**src/design/prsl_fifo.sv**
```systemverilog
// Register queue with first-word fall-through read and fill level.
module prsl_fifo #(
  parameter int WIDTH = 8,
  parameter int DEPTH = 2,
  localparam int AW = (DEPTH > 1) ? $clog2(DEPTH) : 1,
  localparam int LW = $clog2(DEPTH + 1)
) (
  input  logic             clk,
  input  logic             rst_n,
  input  logic             wr_en,
  input  logic [WIDTH-1:0] wr_data,
  input  logic             rd_en,
  output logic [WIDTH-1:0] rd_data,
  output logic             full,
  output logic             empty,
  output logic [LW-1:0]    level
);

  logic [WIDTH-1:0] mem_r [DEPTH];
  logic [AW-1:0]    wptr_r, wptr_nxt;
  logic [AW-1:0]    rptr_r, rptr_nxt;
  logic [LW-1:0]    count_r, count_nxt;
  logic             do_wr, do_rd;

  assign full    = (count_r == LW'(DEPTH));
  assign empty   = (count_r == '0);
  assign level   = count_r;
  assign rd_data = mem_r[rptr_r];
  assign do_wr   = wr_en && !full;
  assign do_rd   = rd_en && !empty;

  always_comb begin
    wptr_nxt  = wptr_r;
    rptr_nxt  = rptr_r;
    count_nxt = count_r;
    if (do_wr) begin
      wptr_nxt = (wptr_r == AW'(DEPTH - 1)) ? '0 : wptr_r + AW'(1);
    end
    if (do_rd) begin
      rptr_nxt = (rptr_r == AW'(DEPTH - 1)) ? '0 : rptr_r + AW'(1);
    end
    if (do_wr && !do_rd) begin
      count_nxt = count_r + LW'(1);
    end else if (do_rd && !do_wr) begin
      count_nxt = count_r - LW'(1);
    end
  end

  always_ff @(posedge clk) begin
    if (!rst_n) begin
      wptr_r  <= '0;
      rptr_r  <= '0;
      count_r <= '0;
    end else begin
      wptr_r  <= wptr_nxt;
      rptr_r  <= rptr_nxt;
      count_r <= count_nxt;
    end
  end

  always_ff @(posedge clk) begin
    if (do_wr) begin
      mem_r[wptr_r] <= wr_data;
    end
  end

endmodule

```
**config.mk**
```make
export PLATFORM = sky130hd
export DESIGN_NAME = prsl_fifo
export DESIGN_NICKNAME = d
export VERILOG_FILES = /design/src/design/prsl_fifo.sv
export SDC_FILE = /design/constraint.sdc
export NUM_CORES = 1
export LEC_CHECK = 0
export BUFFER_PORTS_ARGS = -buffer_cell sky130_fd_sc_hd__buf_2
export CORE_MARGIN = 8
export CORE_UTILIZATION = 25
export DETAILED_ROUTE_END_ITERATION = 12
export GPL_TIMING_DRIVEN = 0
export MAX_ROUTING_LAYER = met4
export PLACE_DENSITY = 0.42
export SETUP_SLACK_MARGIN = 0.3
export SYNTH_ARGS = -nofsm -noshare
export SYNTH_HDL_FRONTEND = slang
export SYNTH_SLANG_ARGS = --single-unit
```
**constraint.sdc**
```tcl
create_clock -name clk -period 1.85 [get_ports clk]
set_input_delay 0.37 -clock clk [delete_from_list [all_inputs] [get_ports clk]]
set_output_delay 0.37 -clock clk [all_outputs]
set_load 0.02 [all_outputs]
```
==> summary.txt, run 1 <==
Floorplan
  • Die height: ~73 um
  • IO Count: 24
  • Die W: approximately 73 um
  • Initial Utilization: between 20% and 30%
  • Full die area: between 5000 and 6000 um2
  • Core Region: between 3000 and 4000 um2
  • # rows: 20

Setup path
  • Worst r2r src: level[0]
  • CP Data Arrival Time: around 1.2 ns
  • Crit. End Element: output pin
  • Startpoint types: register
  • WS Path Type: register to output pin
  • Critical path required time: between 1 and 1.5 ns
  • CP max FO: 8
  • R2R cell count: 7

Timing
  • FMAX: approximately 630 MHz
  • Unrepaired setup endpoints after global routing: yes
  • Max-slew headroom: roughly 68%
  • Slew Limit Fails: 0
  • Final setup fails: 0
  • Hold Vio Cnt, Final: 0
  • Final Critical Period: 1.60 ns
  • Setup tns final: 0 ns
  • Worst setup margin: between 0.2 and 0.3 ns
  • Clock skew: 0.00427 ns
  • Period utilization: 86.4%
  • Hold_ws: roughly 0.26 ns
  • Measured slew at the worst slew-check pin: about 0.48 ns

Placement
  • Count of input and output buffers: 23
  • Pre-CTS setup slack: ~0.27 ns
  • Post-DP HPWL: around 1100 um
  • GPL Wtd Cong: roughly 0.63
  • Placed Cells: between 100 and 150
  • Dpl cell area: slightly below 1000 um2

Clocking
  • Max clock buf depth: 2
  • CTS hold repair buffers: 0
  • CTS tree: yes
  • Clock Tree Root: clkbuf_4
  • Clock H-tree levels: 1
  • Clock sinks: 21
  • Clock transition at path regs: ~0.11 ns
  • Num CTS Buffers: 3
  • Worst-Skew Late Latency: 0.29 ns

Power and ir drop
  • Sequential group share of total power: 41.0%
  • Clock group share of total power: between 10% and 20%
  • Maximum VDD drop: roughly 600 uV
  • LEAKAGE: 0.461 nW
  • Switching share of power: between 30% and 40%
  • Logic gate share of total power: ~46%
  • Total power: 1.62 mW
  • Cell Pwr Density: ~1400 nW/um2
  • Switching pwr: 0.532 mW
  • Internal power: about 1.1 mW

Route
  • Initial drt markers: 25
  • DRT Pass-1 Iters: 4
  • Remaining DRCs: 0
  • WL final: ~1500 um
  • DRT antenna net count: 0
  • Via count: about 500
  • WL/cell: roughly 12 um
  • Vias/cell: between 4 and 5

Synthesis
  • Synth Instances: 50
  • Sequential cell area fraction in the yosys report: between 70% and 80%
  • Synthesis Warnings: 0
  • Netlist cell types: 20
  • Post-synthesis cell area: between 800 and 900 um2
  • Synthesized flop and latch total: 21
  • Syn avg cell area: 16.2 um2
  • Syn_nets: 63

Min path
  • Hold Path Origin: wr_data[4]
  • Hold depth: 1
  • HP Class: input pin to register

Final layout
  • Final Cell Area: roughly 1100 um2
  • Most frequent cells in the layout: edfxtp_1 (16), buf_2 (15), mux2_4 (8), buf_6 (8)
  • Share of cells above drive strength 1: between 50% and 60%
  • Final core utilization: approximately 37%
  • Fin cells: roughly 120
  • Nets: 94
  • Antenna Cells: 0
  • Most common cell after layout, fill and taps aside: edfxtp_1
  • Layout area overhead: 41.3%

GRT
  • GRT Total Usage: 6.14%
  • Vias in the first global route: just over 500
  • GR Overflow Total: 0
  • Largest net degree at the start of global routing: 12
  • Initial antenna violation count: 0
  • First-pass GRT wire length: about 2400 um

Outcome
  • Outcome: complete, no violations

Job
  • Max-cap violations: 0
[critical path: stages, from the launching register on]
cell and delay, ns:
dfxtp_2 0.35, buf_8 0.14, mux2_4 0.31, buf_6 0.13
[power by group through the flow]
| stage | sequential (mW) | clock [mW] | combinational (mW) |
|---|---|---|---|
| 2_1_floorplan | 0.682 | 0 | 0.371 |
| 3_3_place_gp | 0.665 | 0 | 0.548 |
| 3_5_place_dp | 0.668 | 0 | 0.550 |
| 4_1_cts | 0.666 | 0.221 | 0.697 |
| 5_1_grt | 0.671 | 0.255 | 0.805 |
| 6_report | 0.663 | 0.212 | 0.741 |
[layout make-up]
type                    instances  area (um2)
fillers                       309        1930
clock buffers                   4        26.3
inverters                       2        10.0
flip-flops and latches         21         587
well taps                      44        55.1
plain buffers                   1        15.0
multi-input cells              26         263
repair buffers                 26         188
[layer usage]
layer	GRT usage, %	up-vias	routed length (um)
met5	-	-	0
met4	3.33	0	16
met3	3.02	2	139
met2	9.34	15	747
met1	6.40	245	634
li1	-	241	-
[state kept, by name, indices dropped and copies added, names as in the netlist, named ones only]
| register | flops |
|---|---|
| mem_r | 16 |
| rptr_r | 1 |
| level | 2 |
| wptr_r | 1 |
[worst paths after layout]
kind | end | slack [ns]
worst min register to register | level[1] | 0.54
worst min-delay path | mem_r[0][4] | 0.26
worst max register to register | level[1] | 0.40
worst max-delay path | rd_data[3] | 0.25
[timing repair]
| action | CTS | global route |
|---|---|---|
| pin swaps | 0 | 3 |
| setup endpoints to repair | 16 | 9 |
| gates resized for setup | 29 | 3 |
| hold endpoints to repair | 0 | 0 |
| buffers inserted | 0 | 3 |
[cells by family after synthesis]
group	after synthesis	share of synthesized area (%)
AO/OA/AOI/OAI	5	4.02
multiplexers	8	11.1
AND/OR/NAND/NOR	9	6.80
flip-flops	21	71.7
XOR/XNOR	3	3.25
adder cells (fa/ha/maj)	1	1.55
buffers and inverters	3	1.54
[cells in the mapped netlist]
master / instances / share of area [%]
and3_1: 1 / 0.77
a21boi_0: 1 / 0.93
or3_1: 1 / 0.77
o21ai_1: 1 / 0.62
buf_2: 1 / 0.62
mux2_2: 8 / 11
nor3_2: 1 / 1.2
o21a_1: 1 / 0.93
and2_1: 3 / 2.3
xnor2_1: 2 / 2.2
ha_1: 1 / 1.5
nor2_1: 2 / 0.93
edfxtp_1: 16 / 59
inv_1: 1 / 0.46
xor2_1: 1 / 1.1
inv_2: 1 / 0.46
a21boi_1: 1 / 0.93
dfxtp_1: 5 / 12
o21ai_0: 1 / 0.62
nand2b_1: 1 / 0.77
Note: power is estimated with default switching activity, not from simulation.
==> run 2, diff against run 1 <==
--- a/config.mk
+++ b/config.mk
@@ -14,4 +14,5 @@
 export PLACE_DENSITY = 0.42
 export SETUP_SLACK_MARGIN = 0.3
+export SLEW_MARGIN = 30
 export SYNTH_ARGS = -nofsm -noshare
 export SYNTH_HDL_FRONTEND = slang
==> constraint.sdc (replaced) <==
create_clock -name clk -period 1.85 [get_ports clk]
set_input_delay 0.37 -clock clk [delete_from_list [all_inputs] [get_ports clk]]
set_output_delay 0.37 -clock clk [all_outputs]
set_load 0.05 [all_outputs]
==> summary.txt, run 2 (synthesis results as in run 1) <==
Clocking
  • Worst-Skew Late Latency: approximately 0.29 ns
  • CTS hold repair buffers: 0
  • Clock sinks: 21
  • Num CTS Buffers: 3
  • CTS tree: yes
  • Clock transition at path regs: 0.10 ns
  • Clock Tree Root: clkbuf_4
  • Max clock buf depth: 2
  • Clock H-tree levels: 1

GRT
  • First-pass GRT wire length: about 2400 um
  • GR Overflow Total: 0
  • Initial antenna violation count: 0
  • Vias in the first global route: 500
  • Largest net degree at the start of global routing: 12
  • GRT Total Usage: under 10%

Final layout
  • Most frequent cells in the layout: edfxtp_1 (16), buf_2 (14), buf_8 (9)
  • Most flops, register: mem_r
  • Most common cell after layout, fill and taps aside: edfxtp_1
  • Fill cells: between 300 and 400
  • Nets: between 90 and 100
  • Antenna Cells: 0
  • Share of cells above drive strength 1: between 50% and 60%
  • Layout area overhead: 47.4%
  • Fin cells: 123
  • Final Cell Area: 1190 um2
  • Largest register FFs: 16

Route
  • Initial drt markers: 14
  • Via count: around 480
  • DRT antenna net count: 0
  • Vias/cell: roughly 3.9
  • WL final: around 1500 um
  • Remaining DRCs: 0
  • WL/cell: about 12 um
  • DRT Pass-1 Iters: 3

Floorplan
  • Die height: roughly 73 um
  • Full die area: 5320 um2
  • Initial Utilization: around a quarter
  • Core Region: 3080 um2
  • IO Count: 24
  • Die W: between 70 and 80 um
  • # rows: 20

Setup path
  • Cell mode on critical path: buf_8
  • Worst r2r src: level[1]
  • Delay of the slowest critical-path stage: 0.34 ns
  • WS Path Type: register to output pin
  • CP max FO: 8
  • Cell Chain, Critical Path: buf_8, mux2_4, buf_8
  • Critical path required time: ~1.5 ns
  • Worst path slowest cell: dfxtp_2
  • Startpoint types: register
  • CP Data Arrival Time: about 1.2 ns
  • Crit. End Element: output pin

Placement
  • Placed Cells: between 100 and 150
  • GPL Wtd Cong: 0.635
  • Count of input and output buffers: 23
  • Dpl cell area: between 1000 and 1500 um2
  • Post-DP HPWL: roughly 1100 um

Timing
  • FMAX: between 600 and 700 MHz
  • Unrepaired setup endpoints after global routing: yes
  • Clock skew: 0.00147 ns
  • Final Critical Period: between 1.5 and 2 ns
  • Hold Vio Cnt, Final: 0
  • Final setup fails: 0
  • Max-slew headroom: around two thirds
  • Setup tns final: 0 ns
  • Measured slew at the worst slew-check pin: approximately 0.50 ns
  • Slew Limit Fails: 0
  • Period utilization: 87.2%

Job
  • Max-cap violations: 0

Min path
  • HP Class: input pin to register
  • Hold Path Origin: wr_data[7]

Power and ir drop
  • LEAKAGE: about 0.47 nW
  • Cell Pwr Density: 1610 nW/um2
  • Total power: 1.92 mW
  • Maximum VDD drop: 702 uV

Outcome
  • Outcome: complete, no violations
run 2: worst paths after layout:
kind	slack (ns)	cells after the start	end
worst max-delay path	0.24	3	rd_data[4]
worst min-delay path	0.26	1	mem_r[1][7]
worst min register to register	0.54	2	level[1]
worst max register to register	0.38	4	level[1]
run 2: timing repair:
item | CTS | global route
buffers inserted | 0 | 2
gates resized for setup | 37 | 3
pin swaps | 0 | 2
setup endpoints to repair | 16 | 10
run 2: report_power, final:
part           leakage, nW  switching, mW  internal [mW]
logic                0.264          0.597          0.443
registers            0.192         0.0552          0.615
clock network       0.0150          0.122         0.0837
run 2: layer usage:
| layer | GRT usage [%] | vias up | wire length (um) |
|---|---|---|---|
| met3 | 2.34 | 2 | 82 |
| met5 | - | - | 0 |
| li1 | - | 240 | - |
| met1 | 6.94 | 219 | 650 |
| met2 | 9.05 | 15 | 763 |
| met4 | 3.33 | 0 | 16 |
run 2: final cells by class:
class | instances | area, um2 | share of cell area (%)
flip-flops and latches | 21 | 589 | 49.4
multi-input cells | 26 | 280 | 23.5
repair buffers | 25 | 213 | 17.8
well taps | 44 | 55.1 | 4.61
clock buffers | 4 | 26.3 | 2.20
plain buffers | 1 | 15.0 | 1.26
inverters | 2 | 15.0 | 1.26
run 2: through the flow:
step	utilization, %	setup WS, ns	hold WS (ns)
2_1_floorplan	-	0.298	0.469
3_3_place_gp	32.7	0.263	0.529
3_5_place_dp	32.7	0.245	0.521
4_1_cts	37.7	0.210	0.250
5_1_grt	38.8	0.179	0.233
6_report	38.8	0.237	0.264
run 2: worst max-delay path, delay by kind of cell (launching register included):
kind / cells / cell delay, ns
DFF: 1 / 0.34
buffers and inverters: 2 / 0.29
muxes: 1 / 0.32
