$ cat src/design/prsl_pkg.sv
// Shared types, constants and helpers of the polyline resampler.
package prsl_pkg;

  localparam int COORD_W = 32;
  localparam int DIFF_W  = COORD_W + 1;
  localparam int STEP_W  = 31;
  localparam int GUARD   = 12;
  localparam int ARITH_W = 128;
  localparam int HALF_W  = 64;
  localparam int SAT_W   = 64;

  localparam logic [STEP_W-1:0] STEP_RESET = STEP_W'(65536);

  localparam int IN_DEPTH  = 2;
  localparam int OUT_DEPTH = 4;

  localparam logic signed [SAT_W-1:0] COORD_MAX = (SAT_W'(1) <<< (COORD_W - 1)) - SAT_W'(1);
  localparam logic signed [SAT_W-1:0] COORD_MIN = -COORD_MAX - SAT_W'(1);

  typedef logic signed [COORD_W-1:0] coord_t;

  typedef struct packed {
    coord_t in_x;
    coord_t in_y;
    coord_t in_z;
    logic   final_vertex;
  } in_beat_t;

  typedef struct packed {
    coord_t out_x;
    coord_t out_y;
    coord_t out_z;
    logic   point_valid;
    logic   run_end;
  } out_beat_t;

  typedef enum logic [1:0] {
    ARITH_MUL,
    ARITH_SQRT,
    ARITH_DIV
  } arith_op_t;

  typedef struct packed {
    logic                start;
    arith_op_t           op;
    logic [ARITH_W-1:0]  a;
    logic [HALF_W-1:0]   b;
  } arith_req_t;

  typedef struct packed {
    logic                done;
    logic [ARITH_W-1:0]  res;
  } arith_rsp_t;

  typedef enum logic [3:0] {
    ST_IDLE,
    ST_SQUARE,
    ST_DECIDE,
    ST_DIST,
    ST_FIN,
    ST_DONE,
    ST_SEG_MUL,
    ST_SEG_LEN,
    ST_SEG_PROJ,
    ST_SEG_PSQ,
    ST_SEG_DISC,
    ST_SEG_ROOT,
    ST_SEG_SCALE,
    ST_SEG_DIV,
    ST_SEG_EMIT
  } back_state_t;

  typedef enum logic [2:0] {
    CONT_FIRST_CHECK,
    CONT_AFTER_STEP,
    CONT_SECOND_CHECK,
    CONT_AFTER_SEG,
    CONT_FINAL_CHECK,
    CONT_AFTER_FINAL
  } cont_t;

  function automatic coord_t sat_coord(input logic signed [SAT_W-1:0] v);
    coord_t r;
    if (v > COORD_MAX) begin
      r = COORD_W'(COORD_MAX);
    end else if (v < COORD_MIN) begin
      r = COORD_W'(COORD_MIN);
    end else begin
      r = COORD_W'(v);
    end
    return r;
  endfunction

endpackage

$ cat src/design/prsl_arith.sv
// Shared iterative arithmetic unit: split multiply, digit square root, restoring divide.
module prsl_arith (
  input  logic                 clk,
  input  logic                 rst_n,
  input  prsl_pkg::arith_req_t req,
  output prsl_pkg::arith_rsp_t rsp
);

  localparam int AW = prsl_pkg::ARITH_W;
  localparam int HW = prsl_pkg::HALF_W;
  localparam int QW = HW / 2;
  localparam int RW = HW + 3;
  localparam int CW = 7;

  logic                busy_r, busy_nxt;
  logic                done_r, done_nxt;
  prsl_pkg::arith_op_t op_r, op_nxt;
  logic [CW-1:0]       cnt_r, cnt_nxt;
  logic [AW-1:0]       x_r, x_nxt;
  logic [HW-1:0]       y_r, y_nxt;
  logic [AW-1:0]       acc_r, acc_nxt;
  logic [RW-1:0]       rem_r, rem_nxt;
  logic [AW-1:0]       res_r, res_nxt;

  logic [QW-1:0]       mul_a, mul_b;
  logic [HW-1:0]       mul_pp;
  logic [CW-1:0]       mul_sh;
  logic [AW-1:0]       mul_sum;
  logic [RW-1:0]       sq_rem_sh, sq_trial, sq_rem;
  logic                sq_ge;
  logic [HW:0]         dv_rem_sh, dv_rem;
  logic                dv_ge;
  logic                last;

  assign mul_a   = cnt_r[1] ? x_r[HW-1:QW] : x_r[QW-1:0];
  assign mul_b   = cnt_r[0] ? y_r[HW-1:QW] : y_r[QW-1:0];
  assign mul_pp  = mul_a * mul_b;
  assign mul_sh  = {cnt_r[1] & cnt_r[0], cnt_r[1] ^ cnt_r[0], 5'b0};
  assign mul_sum = acc_r + (AW'(mul_pp) << mul_sh);

  assign sq_rem_sh = {rem_r[RW-3:0], x_r[AW-1:AW-2]};
  assign sq_trial  = {1'b0, acc_r[HW-1:0], 2'b01};
  assign sq_ge     = (sq_rem_sh >= sq_trial);
  assign sq_rem    = sq_ge ? sq_rem_sh - sq_trial : sq_rem_sh;

  assign dv_rem_sh = {rem_r[HW-1:0], x_r[AW-1]};
  assign dv_ge     = (dv_rem_sh >= {1'b0, y_r});
  assign dv_rem    = dv_ge ? dv_rem_sh - {1'b0, y_r} : dv_rem_sh;

  always_comb begin
    unique case (op_r)
      prsl_pkg::ARITH_MUL:  last = (cnt_r == CW'(3));
      prsl_pkg::ARITH_SQRT: last = (cnt_r == CW'(HW - 1));
      prsl_pkg::ARITH_DIV:  last = (cnt_r == CW'(AW - 1));
      default:              last = 1'b1;
    endcase
  end

  always_comb begin
    busy_nxt = busy_r;
    done_nxt = 1'b0;
    op_nxt   = op_r;
    cnt_nxt  = cnt_r;
    x_nxt    = x_r;
    y_nxt    = y_r;
    acc_nxt  = acc_r;
    rem_nxt  = rem_r;
    res_nxt  = res_r;
    if (!busy_r) begin
      if (req.start) begin
        busy_nxt = 1'b1;
        op_nxt   = req.op;
        cnt_nxt  = '0;
        x_nxt    = req.a;
        y_nxt    = req.b;
        acc_nxt  = '0;
        rem_nxt  = '0;
      end
    end else begin
      unique case (op_r)
        prsl_pkg::ARITH_MUL: begin
          acc_nxt = mul_sum;
        end
        prsl_pkg::ARITH_SQRT: begin
          rem_nxt = sq_rem;
          acc_nxt = {{(AW-HW){1'b0}}, acc_r[HW-2:0], sq_ge};
          x_nxt   = x_r << 2;
        end
        prsl_pkg::ARITH_DIV: begin
          rem_nxt = {3'b0, dv_rem[HW-1:0]};
          acc_nxt = {{(AW-HW){1'b0}}, acc_r[HW-2:0], dv_ge};
          x_nxt   = x_r << 1;
        end
        default: begin
          acc_nxt = '0;
        end
      endcase
      cnt_nxt = cnt_r + CW'(1);
      if (last) begin
        busy_nxt = 1'b0;
        done_nxt = 1'b1;
        res_nxt  = acc_nxt;
      end
    end
  end

  always_ff @(posedge clk) begin
    if (!rst_n) begin
      busy_r <= 1'b0;
      done_r <= 1'b0;
    end else begin
      busy_r <= busy_nxt;
      done_r <= done_nxt;
    end
  end

  always_ff @(posedge clk) begin
    op_r  <= op_nxt;
    cnt_r <= cnt_nxt;
    x_r   <= x_nxt;
    y_r   <= y_nxt;
    acc_r <= acc_nxt;
    rem_r <= rem_nxt;
    res_r <= res_nxt;
  end

  assign rsp.done = done_r;
  assign rsp.res  = res_r;

endmodule

$ cat config.mk
export PLATFORM = sky130hd
export DESIGN_NAME = prsl_arith
export DESIGN_NICKNAME = d
export VERILOG_FILES = /design/src/design/prsl_pkg.sv /design/src/design/prsl_arith.sv
export SDC_FILE = /design/constraint.sdc
export NUM_CORES = 2
export LEC_CHECK = 0
export BUFFER_PORTS_ARGS = -buffer_cell sky130_fd_sc_hd__buf_2
export CAP_MARGIN = 20
export CORE_ASPECT_RATIO = 1.1
export CORE_MARGIN = 2
export CORE_UTILIZATION = 45
export CTS_BUF_LIST = sky130_fd_sc_hd__clkbuf_4 sky130_fd_sc_hd__clkbuf_8 sky130_fd_sc_hd__clkbuf_16
export CTS_CLUSTER_DIAMETER = 50
export DETAILED_ROUTE_END_ITERATION = 10
export MAX_ROUTING_LAYER = met4
export PLACE_DENSITY = 0.6
export RECOVER_POWER = 25
export SLEW_MARGIN = 30
export SYNTH_ARGS = -nofsm -noshare
export SYNTH_HDL_FRONTEND = slang
export SYNTH_SLANG_ARGS = --single-unit
$ cat constraint.sdc
create_clock -name clk -period 34.3 [get_ports clk]
set_input_delay 1.715 -clock clk [delete_from_list [all_inputs] [get_ports clk]]
set_output_delay 1.715 -clock clk [all_outputs]
set_load 0.02 [all_outputs]
==> run summary <==
Reg2Reg Setup Slack - 19.81 ns
drt first pass iters - 6
Nets - 9979
Hold Crit Start - acc_r[52]$_SDFFCE_PN0P_
effective utilization at floorplan - 45.3%
RSZ-0062 raised after global routing - false
Post-Route Skew - 0.0598 ns
Placed Instances - 10400
core area - 160000 sq um
largest net degree at the start of global routing - 128
CTS tree - built
via count - 62400
smallest hold slack - 0.640 ns
reg2reg path depth - 45
antenna violations before repair - 18
number of failing hold endpoints at the final stage - 0
remaining antenna violation count after routing - 0
status - finished, violations left
first-pass GRT wire length - 424 mm
H-tree levels - 3
met1 global-route usage - 44.3%
GRT Max-Usage Layer - met2
Seq/Total Area, Yosys - 21.7%
num ports - 326
async set-reset flop share out of synthesis - 0%
Resized Gates After CTS - 0
die width - 386 um
EDFF count, synth - 522
Clk pin slew, worst setup/hold paths - 0.06 ns
worst slew pin tran - 9.08 ns
worst-path fanout max - 34
vias in the first global route - 63100
ys flop type - edfxtp_1
Root Buffer - clkbuf_16
Worst R2R Start - cnt_r[1]$_SDFFCE_PN0P_
most common cell after layout, fill and taps aside - nor2_1
port bufs - 325
Syn Nets - 9901
DR iter-0 viols - 6167
Worst setup SP type - register
fraction of layout cells with a size suffix above 1 - 8.37%
grt met3 use - 5.12%
Worst Hold End - res_r[53]$_DFFE_PP_
vias per cell - 5.92
number of distinct library cells after synthesis - 87
max_slew headroom - -505%
fmax - 69.0 MHz
GRT overflow - 0
Post-CTS Setup Bufs - 0
cell mode on critical path - fa_1
final worst slack - 19.81 ns
Die Ht - 425 um
met2 Use GR - 58.4%
standard-cell row count - 154
die area - 164000 sq um
crit path DAT - 14.92 ns
Crit Path Category - reg -> reg
CP max stage cell - buf_4
DPL Wire Length - 236 mm
FF+latch count, synth - 524
CP peak stage delay - 0.62 ns
placer congestion estimate - 1.03
max-slew violations - 526
critical path endpoint category - register
final WL - 291 mm
cell depth of the worst hold path - 2
DRC - 0
Clock Sinks - 524
number of hold buffers added after cts - 0
period utilization - 42.2%
Layout area overhead - 8.90%
GRT Total Usage - 36.1%
Tightest Hold Check Type - reg -> reg
Post-Route Setup TNS - 0 ns
Clock Latency Late Sink - 0.71 ns
Cell Area, Synth - 72400 sq um
Worst Path Required - 34.73 ns
Syn. warnings - 0
most frequent cells in the layout - 1177 x nor2_1, 1110 x inv_1, 902 x nand2_1, 898 x fa_1, 570 x a21oi_1
Mean Syn Cell Area - 8.74 sq um
Mapped Cells - 8280
Num CTS Buffers - 76
max-cap viol count - 8
min cycle time layout - 14.49 ns
violated checks - capacitance limit, slew limit
average routed wire per standard cell - 27.7 um
final std cells w/o fill - 10500
DP Worst Slack - 19.96 ns
final setup vio count - 0
clock buffer depth - 3
FF-to-FF End - acc_r[124]$_SDFFCE_PN0P_
## per-stage QoR
stage	util, %	area [sq um]
after floorplan	-	72400
after global placement	47.6	76100
after detailed placement	47.6	76200
after CTS	49.3	78800
after global routing	49.3	78800
final	49.3	78800
## how the worst max path moves through the flow
stage                                 startpoint                        to  slack, ns  cells after the start
after CTS                 cnt_r[1]$_SDFFCE_PN0P_  acc_r[124]$_SDFFCE_PN0P_      19.91                     45
after detailed placement  cnt_r[1]$_SDFFCE_PN0P_  acc_r[124]$_SDFFCE_PN0P_      19.96                     45
after global routing      cnt_r[1]$_SDFFCE_PN0P_      res_r[124]$_DFFE_PP_      19.03                     45
after global placement    cnt_r[1]$_SDFFCE_PN0P_      res_r[124]$_DFFE_PP_      20.04                     45
final                     cnt_r[1]$_SDFFCE_PN0P_  acc_r[124]$_SDFFCE_PN0P_      19.81                     45
after floorplan           cnt_r[1]$_SDFFCE_PN0P_  acc_r[126]$_SDFFCE_PN0P_      22.45                     45
## synth_stat cells, drive strengths merged (31+ instances only)
master | n | area share (%)
a21o | 182 | 1.9
ha | 526 | 9.1
a311oi | 32 | 0.40
nand4 | 127 | 1.1
a21oi | 571 | 4.0
xor2 | 103 | 1.2
a31oi | 31 | 0.28
mux2 | 40 | 0.62
nor2 | 1179 | 6.1
a211oi | 71 | 0.74
mux2i | 193 | 2.7
o22ai | 47 | 0.41
clkbuf | 391 | 2.0
and3 | 32 | 0.28
inv | 1112 | 5.8
o31ai | 33 | 0.36
fa | 898 | 25
and2 | 113 | 0.98
nand2 | 903 | 4.7
nand3 | 70 | 0.49
nor3 | 57 | 0.39
xnor2 | 198 | 2.4
edfxtp | 522 | 22
o21bai | 77 | 0.80
o21ai | 322 | 2.2
buf | 53 | 0.32
o21a | 77 | 0.80
## worst max-delay path: cells and delay by family (launching register included)
| family | cells | cell delay [ns] |
|---|---|---|
| xor gates and xnor gates | 2 | 0.46 |
| adders and majority gates | 10 | 5.08 |
| and+or+nand+nor | 5 | 0.73 |
| buffers and inverters | 9 | 1.86 |
| muxes | 2 | 0.86 |
| DFF | 1 | 0.41 |
| AOI/OAI and AO/OA | 17 | 4.70 |
## logic make-up after synthesis
| logic type | Yosys count | synth area share, % |
|---|---|---|
| AOI/OAI and AO/OA | 1618 | 14.0 |
| xor gates and xnor gates | 301 | 3.64 |
| adders and majority gates | 1424 | 33.9 |
| buffers and inverters | 1557 | 8.11 |
| DFF | 524 | 21.7 |
| muxes | 233 | 3.29 |
| and+or+nand+nor | 2623 | 15.3 |
## flip-flops by register name, summed over array words and instances (netlist names)
name	cells
acc_r	128
busy_r	1
cnt_r	7
done_r	1
op_r	2
rem_r	65
res_r	128
x_r	128
y_r	64
## per-layer routing
metal	routed length [um]	part of all wire, %
met5	0	0
met4	18200	6.3
met3	19800	6.8
met2	139000	48
met1	115000	39
## layout make-up
type                            instances  area, sq um
Antenna cell                           11         27.5
Timing Repair Buffer                  444         2520
Fill cell                           15600        81100
Sequential cell                       524        15700
Tap cell                             2106         2640
Multi-Input combinational cell       6199        51100
Clock inverter                         56          713
Clock buffer                           84         1960
Inverter                             1113         4180
Power is left out: the tool's default activity adds up to more than one toggle a clock period on the data nets, which glitch-free logic cannot reach.
